## config.mk

```make
export PLATFORM = sky130hd
export DESIGN_NAME = ring_buffer_index_manager
export DESIGN_NICKNAME = d
export VERILOG_FILES = /design/src/hw/rtl/rbim_pkg.sv /design/src/hw/rtl/rbim_cfg.sv /design/src/hw/rtl/rbim_core.sv /design/src/hw/rtl/ring_buffer_index_manager.sv
export SDC_FILE = /design/constraint.sdc
export NUM_CORES = 1
export LEC_CHECK = 0
export ABC_AREA = 1
export BUFFER_PORTS_ARGS = -buffer_cell sky130_fd_sc_hd__clkbuf_2
export CORE_MARGIN = 3
export CORE_UTILIZATION = 63
export CTS_CLUSTER_SIZE = 30
export DETAILED_ROUTE_END_ITERATION = 10
export PLACE_DENSITY_LB_ADDON = 0.1
export SLEW_MARGIN = 20
export SYNTH_ARGS = -nofsm -noshare
export SYNTH_HDL_FRONTEND = slang
export SYNTH_HIERARCHICAL = 1
export SYNTH_SLANG_ARGS = --single-unit
```

## constraint.sdc

```tcl
create_clock -name clk -period 15 [get_ports clk]
set_clock_uncertainty 0.05 [all_clocks]
set_input_delay 3 -clock clk [delete_from_list [all_inputs] [get_ports clk]]
set_output_delay 3 -clock clk [all_outputs]
set_load 0.1 [all_outputs]
```

## src/hw/rtl/rbim_pkg.sv

```systemverilog
// Shared definitions for the ring buffer index manager.
// Command and status codes, default sizes and the register map.
// No dependencies.
`timescale 1ns / 1ps
`default_nettype none

package rbim_pkg;

	// Default number of storage slots.
	localparam int DEF_MAX_SLOTS = 1024;

	// Capacity value that reset loads, before saturation to the slot count.
	localparam int CAP_RESET_VAL = 1024;

	// Configuration port layout.
	localparam int APB_DATA_W = 32;
	localparam int APB_ADDR_W = 3;
	localparam int REG_IDX_LSB = 2;

	localparam logic REG_CAPACITY = 1'b0;

	// Commands, carried in tuser on the input stream.
	localparam logic [1:0] CMD_RESET   = 2'd0;
	localparam logic [1:0] CMD_PRODUCE = 2'd1;
	localparam logic [1:0] CMD_CONSUME = 2'd2;
	localparam logic [1:0] CMD_PEEK    = 2'd3;

	// Result status, carried in tuser on the output stream.
	localparam logic [1:0] ST_OK        = 2'd0;
	localparam logic [1:0] ST_NO_SPACE  = 2'd1;
	localparam logic [1:0] ST_NO_DATA   = 2'd2;
	localparam logic [1:0] ST_OUT_RANGE = 2'd3;

endpackage

`default_nettype wire

```

## src/hw/rtl/rbim_cfg.sv

```systemverilog
// Configuration register block of the ring buffer index manager.
// Holds the saturated ring capacity behind an APB-style port; uses rbim_pkg.
`timescale 1ns / 1ps
`default_nettype none

module rbim_cfg
	import rbim_pkg::*;
#(
	parameter int MAX_SLOTS = DEF_MAX_SLOTS,
	parameter int CNT_W     = $clog2(MAX_SLOTS + 1)
) (
	input  wire logic                  clk,
	input  wire logic                  arst_n,
	input  wire logic                  psel,
	input  wire logic                  penable,
	input  wire logic                  pwrite,
	input  wire logic [APB_ADDR_W-1:0] paddr,
	input  wire logic [APB_DATA_W-1:0] pwdata,
	output logic      [APB_DATA_W-1:0] prdata,
	output logic                       pready,
	output logic      [CNT_W-1:0]      capacity,
	output logic                       ring_clear
);

	localparam int CAP_RST_INT = (CAP_RESET_VAL > MAX_SLOTS) ? MAX_SLOTS : CAP_RESET_VAL;
	localparam logic [CNT_W-1:0] CAP_RST = CNT_W'(CAP_RST_INT);
	localparam logic [CNT_W-1:0] CAP_MAX = CNT_W'(MAX_SLOTS);
	localparam logic [CNT_W-1:0] CAP_MIN = CNT_W'(1);

	logic [CNT_W-1:0] capacity_q;
	logic [CNT_W-1:0] wr_value;
	logic [CNT_W-1:0] wr_clamped;
	logic             reg_sel;
	logic             wr_en;

	assign pready  = 1'b1;
	assign reg_sel = (paddr[APB_ADDR_W-1:REG_IDX_LSB] == REG_CAPACITY);
	assign wr_en   = psel && penable && pwrite && pready && reg_sel;

	assign wr_value = pwdata[CNT_W-1:0];

	always_comb begin
		if (wr_value == '0) begin
			wr_clamped = CAP_MIN;
		end else if (wr_value > CAP_MAX) begin
			wr_clamped = CAP_MAX;
		end else begin
			wr_clamped = wr_value;
		end
	end

	always_ff @(posedge clk or negedge arst_n) begin
		if (!arst_n) begin
			capacity_q <= CAP_RST;
		end else if (wr_en) begin
			capacity_q <= wr_clamped;
		end
	end

	always_comb begin
		if (reg_sel) begin
			prdata = APB_DATA_W'(capacity_q);
		end else begin
			prdata = '0;
		end
	end

	// A capacity write restarts the ring, so the pointers are cleared with it.
	assign capacity   = capacity_q;
	assign ring_clear = wr_en;

endmodule

`default_nettype wire

```

## src/hw/rtl/rbim_core.sv

```systemverilog
// Pointer state and command logic of the ring buffer index manager.
// Keeps read slot, write slot and fill count; uses rbim_pkg.
`timescale 1ns / 1ps
`default_nettype none

module rbim_core
	import rbim_pkg::*;
#(
	parameter int MAX_SLOTS = DEF_MAX_SLOTS,
	parameter int SLOT_W    = $clog2(MAX_SLOTS),
	parameter int CNT_W     = $clog2(MAX_SLOTS + 1)
) (
	input  wire logic              clk,
	input  wire logic              arst_n,
	input  wire logic [CNT_W-1:0]  capacity,
	input  wire logic              ring_clear,
	input  wire logic              advance,
	input  wire logic [1:0]        command,
	input  wire logic [CNT_W-1:0]  amount,
	output logic      [1:0]        status,
	output logic      [SLOT_W-1:0] peek_slot,
	output logic      [SLOT_W-1:0] read_slot,
	output logic      [SLOT_W-1:0] write_slot,
	output logic      [CNT_W-1:0]  fill_count,
	output logic      [CNT_W-1:0]  vacant_count,
	output logic      [CNT_W-1:0]  write_run,
	output logic      [CNT_W-1:0]  read_run
);

	logic [SLOT_W-1:0] rd_ptr_q;
	logic [SLOT_W-1:0] wr_ptr_q;
	logic [CNT_W-1:0]  held_q;

	logic [SLOT_W-1:0] rd_ptr_n;
	logic [SLOT_W-1:0] wr_ptr_n;
	logic [CNT_W-1:0]  held_n;

	logic [CNT_W-1:0]  move_base;
	logic [CNT_W-1:0]  move_step;
	logic [CNT_W-1:0]  move_room;
	logic [CNT_W-1:0]  move_sum;
	logic [CNT_W-1:0]  free_now;
	logic [CNT_W-1:0]  wr_room;
	logic [CNT_W-1:0]  rd_room;

	// One wrap unit serves all moving commands: a produce moves the write slot,
	// a consume or peek moves from the read slot. The step never exceeds
	// the capacity, so one subtract folds a full turn and one more wraps.
	always_comb begin
		if (command == CMD_PRODUCE) begin
			move_base = CNT_W'(wr_ptr_q);
		end else begin
			move_base = CNT_W'(rd_ptr_q);
		end
		if (amount >= capacity) begin
			move_step = amount - capacity;
		end else begin
			move_step = amount;
		end
		move_room = capacity - move_base;
		if (move_step >= move_room) begin
			move_sum = move_step - move_room;
		end else begin
			move_sum = move_base + move_step;
		end
	end

	assign free_now = capacity - held_q;

	always_comb begin
		rd_ptr_n  = rd_ptr_q;
		wr_ptr_n  = wr_ptr_q;
		held_n    = held_q;
		status    = ST_OK;
		peek_slot = '0;
		unique case (command)
			CMD_RESET: begin
				rd_ptr_n = '0;
				wr_ptr_n = '0;
				held_n   = '0;
			end
			CMD_PRODUCE: begin
				if (amount > free_now) begin
					status = ST_NO_SPACE;
				end else begin
					wr_ptr_n = move_sum[SLOT_W-1:0];
					held_n   = held_q + amount;
				end
			end
			CMD_CONSUME: begin
				if (amount > held_q) begin
					status = ST_NO_DATA;
				end else begin
					rd_ptr_n = move_sum[SLOT_W-1:0];
					held_n   = held_q - amount;
				end
			end
			CMD_PEEK: begin
				if (amount >= held_q) begin
					status = ST_OUT_RANGE;
				end else begin
					peek_slot = move_sum[SLOT_W-1:0];
				end
			end
			default: begin
				status = ST_OK;
			end
		endcase
	end

	// Reported values describe the state after this beat.
	assign read_slot    = rd_ptr_n;
	assign write_slot   = wr_ptr_n;
	assign fill_count   = held_n;
	assign vacant_count = capacity - held_n;
	assign wr_room      = capacity - CNT_W'(wr_ptr_n);
	assign rd_room      = capacity - CNT_W'(rd_ptr_n);
	assign write_run    = (vacant_count < wr_room) ? vacant_count : wr_room;
	assign read_run     = (held_n < rd_room) ? held_n : rd_room;

	always_ff @(posedge clk or negedge arst_n) begin
		if (!arst_n) begin
			rd_ptr_q <= '0;
			wr_ptr_q <= '0;
			held_q   <= '0;
		end else if (ring_clear) begin
			rd_ptr_q <= '0;
			wr_ptr_q <= '0;
			held_q   <= '0;
		end else if (advance) begin
			rd_ptr_q <= rd_ptr_n;
			wr_ptr_q <= wr_ptr_n;
			held_q   <= held_n;
		end
	end

endmodule

`default_nettype wire

```

## src/hw/rtl/ring_buffer_index_manager.sv

```systemverilog
// Ring buffer index manager: one command beat in, one result beat out.
// An accepted command is registered, then its result beat is held in the result register.
// Throughput: one command per cycle unless a result beat stalls; the input register,
// the pointer update and the result register form a single pass with no iteration.
// Reset: asynchronous, clears the pointers and fill count and loads capacity 1024
// (saturated to MAX_SLOTS). Depends on rbim_pkg, rbim_cfg and rbim_core.
`timescale 1ns / 1ps
`default_nettype none

module ring_buffer_index_manager
	import rbim_pkg::*;
#(
	parameter int MAX_SLOTS = DEF_MAX_SLOTS,
	parameter int SLOT_W    = $clog2(MAX_SLOTS),
	parameter int CNT_W     = $clog2(MAX_SLOTS + 1),
	parameter int IN_W      = ((CNT_W + 7) / 8) * 8,
	parameter int OUT_W     = ((3 * SLOT_W + 4 * CNT_W + 7) / 8) * 8
) (
	input  wire logic                  clk,
	input  wire logic                  arst_n,
	input  wire logic                  s_tvalid,
	output logic                       s_tready,
	// s_tdata: amount
	input  wire logic [IN_W-1:0]       s_tdata,
	// s_tuser: command
	input  wire logic [1:0]            s_tuser,
	output logic                       m_tvalid,
	input  wire logic                  m_tready,
	// m_tdata: peek_slot, read_slot, write_slot, fill_count, vacant_count,
	// write_run, read_run
	output logic      [OUT_W-1:0]      m_tdata,
	// m_tuser: status
	output logic      [1:0]            m_tuser,
	input  wire logic                  psel,
	input  wire logic                  penable,
	input  wire logic                  pwrite,
	input  wire logic [APB_ADDR_W-1:0] paddr,
	input  wire logic [APB_DATA_W-1:0] pwdata,
	output logic      [APB_DATA_W-1:0] prdata,
	output logic                       pready
);

	localparam int PAD_W = OUT_W - (3 * SLOT_W + 4 * CNT_W);

	logic [CNT_W-1:0]  capacity;
	logic              ring_clear;

	logic              valid_s1;
	logic [1:0]        command_s1;
	logic [CNT_W-1:0]  amount_s1;
	logic              advance;

	logic [1:0]        status_c;
	logic [SLOT_W-1:0] peek_c;
	logic [SLOT_W-1:0] rd_slot_c;
	logic [SLOT_W-1:0] wr_slot_c;
	logic [CNT_W-1:0]  fill_c;
	logic [CNT_W-1:0]  free_c;
	logic [CNT_W-1:0]  wr_run_c;
	logic [CNT_W-1:0]  rd_run_c;

	logic              out_valid_q;
	logic [1:0]        status_q;
	logic [SLOT_W-1:0] peek_q;
	logic [SLOT_W-1:0] rd_slot_q;
	logic [SLOT_W-1:0] wr_slot_q;
	logic [CNT_W-1:0]  fill_q;
	logic [CNT_W-1:0]  free_q;
	logic [CNT_W-1:0]  wr_run_q;
	logic [CNT_W-1:0]  rd_run_q;

	rbim_cfg #(
		.MAX_SLOTS (MAX_SLOTS),
		.CNT_W     (CNT_W)
	) u_cfg (
		.clk        (clk),
		.arst_n     (arst_n),
		.psel       (psel),
		.penable    (penable),
		.pwrite     (pwrite),
		.paddr      (paddr),
		.pwdata     (pwdata),
		.prdata     (prdata),
		.pready     (pready),
		.capacity   (capacity),
		.ring_clear (ring_clear)
	);

	// The command register drains into the result register whenever the
	// result register is empty or its beat is being taken.
	assign advance  = valid_s1 && (!out_valid_q || m_tready);
	assign s_tready = !valid_s1 || advance;

	always_ff @(posedge clk or negedge arst_n) begin
		if (!arst_n) begin
			valid_s1 <= 1'b0;
		end else if (s_tready) begin
			valid_s1 <= s_tvalid;
		end
	end

	always_ff @(posedge clk) begin
		if (s_tvalid && s_tready) begin
			command_s1 <= s_tuser;
			amount_s1  <= s_tdata[CNT_W-1:0];
		end
	end

	rbim_core #(
		.MAX_SLOTS (MAX_SLOTS),
		.SLOT_W    (SLOT_W),
		.CNT_W     (CNT_W)
	) u_core (
		.clk          (clk),
		.arst_n       (arst_n),
		.capacity     (capacity),
		.ring_clear   (ring_clear),
		.advance      (advance),
		.command      (command_s1),
		.amount       (amount_s1),
		.status       (status_c),
		.peek_slot    (peek_c),
		.read_slot    (rd_slot_c),
		.write_slot   (wr_slot_c),
		.fill_count   (fill_c),
		.vacant_count (free_c),
		.write_run    (wr_run_c),
		.read_run     (rd_run_c)
	);

	always_ff @(posedge clk or negedge arst_n) begin
		if (!arst_n) begin
			out_valid_q <= 1'b0;
		end else if (advance) begin
			out_valid_q <= 1'b1;
		end else if (m_tready) begin
			out_valid_q <= 1'b0;
		end
	end

	always_ff @(posedge clk) begin
		if (advance) begin
			status_q  <= status_c;
			peek_q    <= peek_c;
			rd_slot_q <= rd_slot_c;
			wr_slot_q <= wr_slot_c;
			fill_q    <= fill_c;
			free_q    <= free_c;
			wr_run_q  <= wr_run_c;
			rd_run_q  <= rd_run_c;
		end
	end

	assign m_tvalid = out_valid_q;
	assign m_tuser  = status_q;
	assign m_tdata  = {PAD_W'(0), rd_run_q, wr_run_q, free_q, fill_q,
		wr_slot_q, rd_slot_q, peek_q};

	// Fill and free space always add up to the capacity.
	a_fill_free_sum: assert property (@(posedge clk) disable iff (!arst_n)
		m_tvalid |-> ((CNT_W + 1)'(fill_q) + (CNT_W + 1)'(free_q)) == (CNT_W + 1)'(capacity))
		else $error("fill and free count do not add up to the capacity");

	// Both pointers stay inside the ring.
	a_slots_in_ring: assert property (@(posedge clk) disable iff (!arst_n)
		m_tvalid |-> (CNT_W'(rd_slot_q) < capacity) && (CNT_W'(wr_slot_q) < capacity))
		else $error("pointer beyond the ring capacity");

	// A rejected command reports no peek slot.
	a_reject_no_peek: assert property (@(posedge clk) disable iff (!arst_n)
		(m_tvalid && (status_q != ST_OK)) |-> (peek_q == '0))
		else $error("peek slot set on a rejected command");

	// Runs never exceed the counts they are bounded by.
	a_runs_bounded: assert property (@(posedge clk) disable iff (!arst_n)
		m_tvalid |-> (wr_run_q <= free_q) && (rd_run_q <= fill_q))
		else $error("contiguous run larger than its count");

endmodule

`default_nettype wire

```

==> key figures <==
Logic synthesis
  • Ranking of synthesized cells by area: edfxtp_1 (24%), ha_1 (15%), dfrtp_1 (9.7%)
  • Synth top cells by count: nand2_1 (233), inv_1 (211), ha_1 (132)
  • Synth cell types: 62
  • Most common cell in the netlist: nand2_1
  • Mapped Cells: 1337
  • Top-area cell type share of the netlist area: 24.0%
  • Sequential cell area fraction in the yosys report: 33.9%
  • Post-synth EDFFs: 89
  • FFs w/ async S/R, synth: 33.1%
  • Leading area contributor after synthesis: edfxtp_1
  • Synth Register Bits: 133
  • Synth Flop Type: edfxtp_1
  • Synthesis Warnings: 6
  • Synth Area per Inst: 8.34 um2
  • Mapped cell area: 0.0111 mm2

Drt
  • Remaining routing DRC violations: 0
  • Final ANT Viol Nets: 0
  • Initial DRT Pass Iterations: 8
  • Vias per std cell: 5.87
  • Final wirelength: 30400 um
  • Top Metal Used: met4
  • Met3 WL: 2370 um
  • Met2 wire len: 14400 um
  • DR vias: 9901
  • Wire length per cell: 18.0 um
  • Starting DRT DRC Count: 930
  • Met1 wire length: 12600 um

Flow run
  • Maxcap violations: 0

Worst setup path
  • Crit path launch type: register
  • Crit end category: register
  • CP most frequent cell: nand2_1
  • Critical Path RT: 15240 ps
  • Critical path type: register to register
  • FF-to-FF Start: command_s1[0]
  • Reg2reg setup slack: 5480 ps
  • Crit-path max FO: 21
  • Critical Path Max Stage Delay: 630 ps
  • R2R Path End: rd_run_q[4]
  • CP Data Arrival Time: 9770 ps
  • Crit-path slowest cell: edfxtp_1
  • R2R depth: 47

Worst hold path
  • Worst Hold Launch: u_core/rd_ptr_q[9]
  • Hold Crit Class: register to register
  • Hold endpoint: u_core/rd_ptr_q[9]
  • Cell count of the worst hold path: 2

CTS
  • Post_cts resized: 0
  • Clk Latency, worst-skew pair: 430 ps
  • Setup bufs post-CTS: 0
  • CTS buffer count: 17
  • Depth of the CTS H-tree: 4
  • CTS sink cnt: 133
  • CTS tree: built
  • Worst-path clk slew: 60 ps
  • Cts-stage hold buffer count: 0
  • CTS Root Cell: clkbuf_16
  • Max Root-Sink Buffers: 2

GRT
  • Initial antenna violation count: 0
  • First-pass GRT wire length: 47300 um
  • Overflow after GRT: 0
  • Largest net degree at the start of global routing: 78
  • Number of global-route vias before repair: 9266
  • Total Routing Usage GR: 30.8%

Placement
  • Buffers on Ports: 120
  • Final Wtd Congestion: 0.950
  • Placed cells: 1656
  • Final HPWL DP: 23400 um

Timing
  • Slew headroom: 30.4%
  • Final setup viols: 0
  • Post-route clock period utilization: 63.5%
  • Slew Viols, Final: 0
  • Fin Setup TNS: 0 ps
  • RSZ-0062 raised after global routing: false
  • Final hold vios: 0
  • Worst-margin pin slew: 1040 ps
  • Minimum clock period after layout: 9520 ps
  • Upper clock frequency limit: 0.105 GHz

Finish
  • Final #Nets: 1651
  • Layout Cells excl Fill: 1688
  • Layout area overhead: 10.7%
  • Sequential cell area: 0.00377 mm2
  • ANT cells: 0
  • Footprint of the multi-input gates: 0.00628 mm2
  • Share of layout cells above drive strength 1: 15.1%
  • Fill cells: 1403

Floorplan
  • Area of the core: 0.0173 mm2
  • FP Rows: 48
  • Area of the die: 0.0193 mm2
  • DIE WIDTH: 139 um
  • Ports: 177
  • Die height: 139 um
  • Initial core utilization: 64.4%

Run status
  • Status: completed
==> state kept, by name, summed over array words and instances, names as in the netlist, 10 cells and up <==
name             flops
rd_slot_q           10
u_core/held_q       11
rd_run_q            11
wr_slot_q           10
peek_q              10
u_core/rd_ptr_q     10
wr_run_q            11
u_core/wr_ptr_q     10
amount_s1           11
free_q              11
fill_q              11
u_cfg/capacity      11
==> layer usage <==
layer  up-vias  global-route usage [%]
li1       4665                       -
met1      4704                    40.4
met2       476                    52.0
met3        56                    4.48
met4         0                    12.0
met5         -                       0
==> worst max path at each step <==
stage / from / endpoint / slack (ps) / cells past startpoint
floorplan: m_tready / u_core/held_q[0] / 6920 / 7
global placement: command_s1[0] / rd_run_q[8] / 5960 / 47
detailed placement: command_s1[0] / rd_run_q[8] / 5840 / 47
CTS: command_s1[0] / rd_run_q[8] / 5740 / 47
global route: command_s1[0] / rd_run_q[7] / 4730 / 47
finish: command_s1[0] / rd_run_q[4] / 5480 / 47
==> cell type report <==
type / count / area share [%]
clock buffers: 18 / 3.48
clock inverters: 14 / 0.973
inverters: 217 / 6.60
multi-input cells: 956 / 50.9
flip-flops and latches: 133 / 30.6
well taps: 225 / 2.28
repair buffers: 125 / 5.17
==> cells by family after synthesis <==
family	synth area share [%]
AO/OA/AOI/OAI	14.3
XOR/XNOR	6.43
adder cells (fa/ha/maj)	16.4
buffers and inverters	10.7
flip-flops	33.9
multiplexers	0.662
other	0.101
AND/OR/NAND/NOR	17.5
==> worst max-delay path, delay by kind of cell, from the launching register on <==
| kind | cells | cell delay (ps) |
|---|---|---|
| compound gates | 12 | 2500 |
| mux | 1 | 360 |
| fa+ha+maj | 5 | 1720 |
| buf+inv | 5 | 530 |
| xor+xnor | 3 | 520 |
| flops | 1 | 630 |
| simple gates | 21 | 3030 |
==> placed cells by master, fill, tap and decap left out, types with 17 or more instances in the layout <==
master	instances
a21oi_1	97
clkbuf_16	17
clkbuf_2	120
conb_1	28
dfrtp_1	43
edfxtp_1	89
ha_1	132
inv_1	211
nand2_1	233
nand3_1	62
nor2_1	75
o21ai_0	48
o22ai_1	45
xnor2_1	19
xor2_1	61
==> metrics by stage <==
step | hold slack [ps] | setup slack [ps] | instance area (um2) | utilization, %
2_1_floorplan | 412 | 6920 | 11200 | -
3_3_place_gp | 445 | 5960 | 11800 | 68.2
3_5_place_dp | 461 | 5840 | 11800 | 68.2
4_1_cts | 475 | 5740 | 12300 | 71.4
5_1_grt | 509 | 4730 | 12300 | 71.4
6_report | 480 | 5480 | 12300 | 71.4
Power is left out: the tool's default activity adds up to more than one toggle a clock period on the data nets, which glitch-free logic cannot reach.
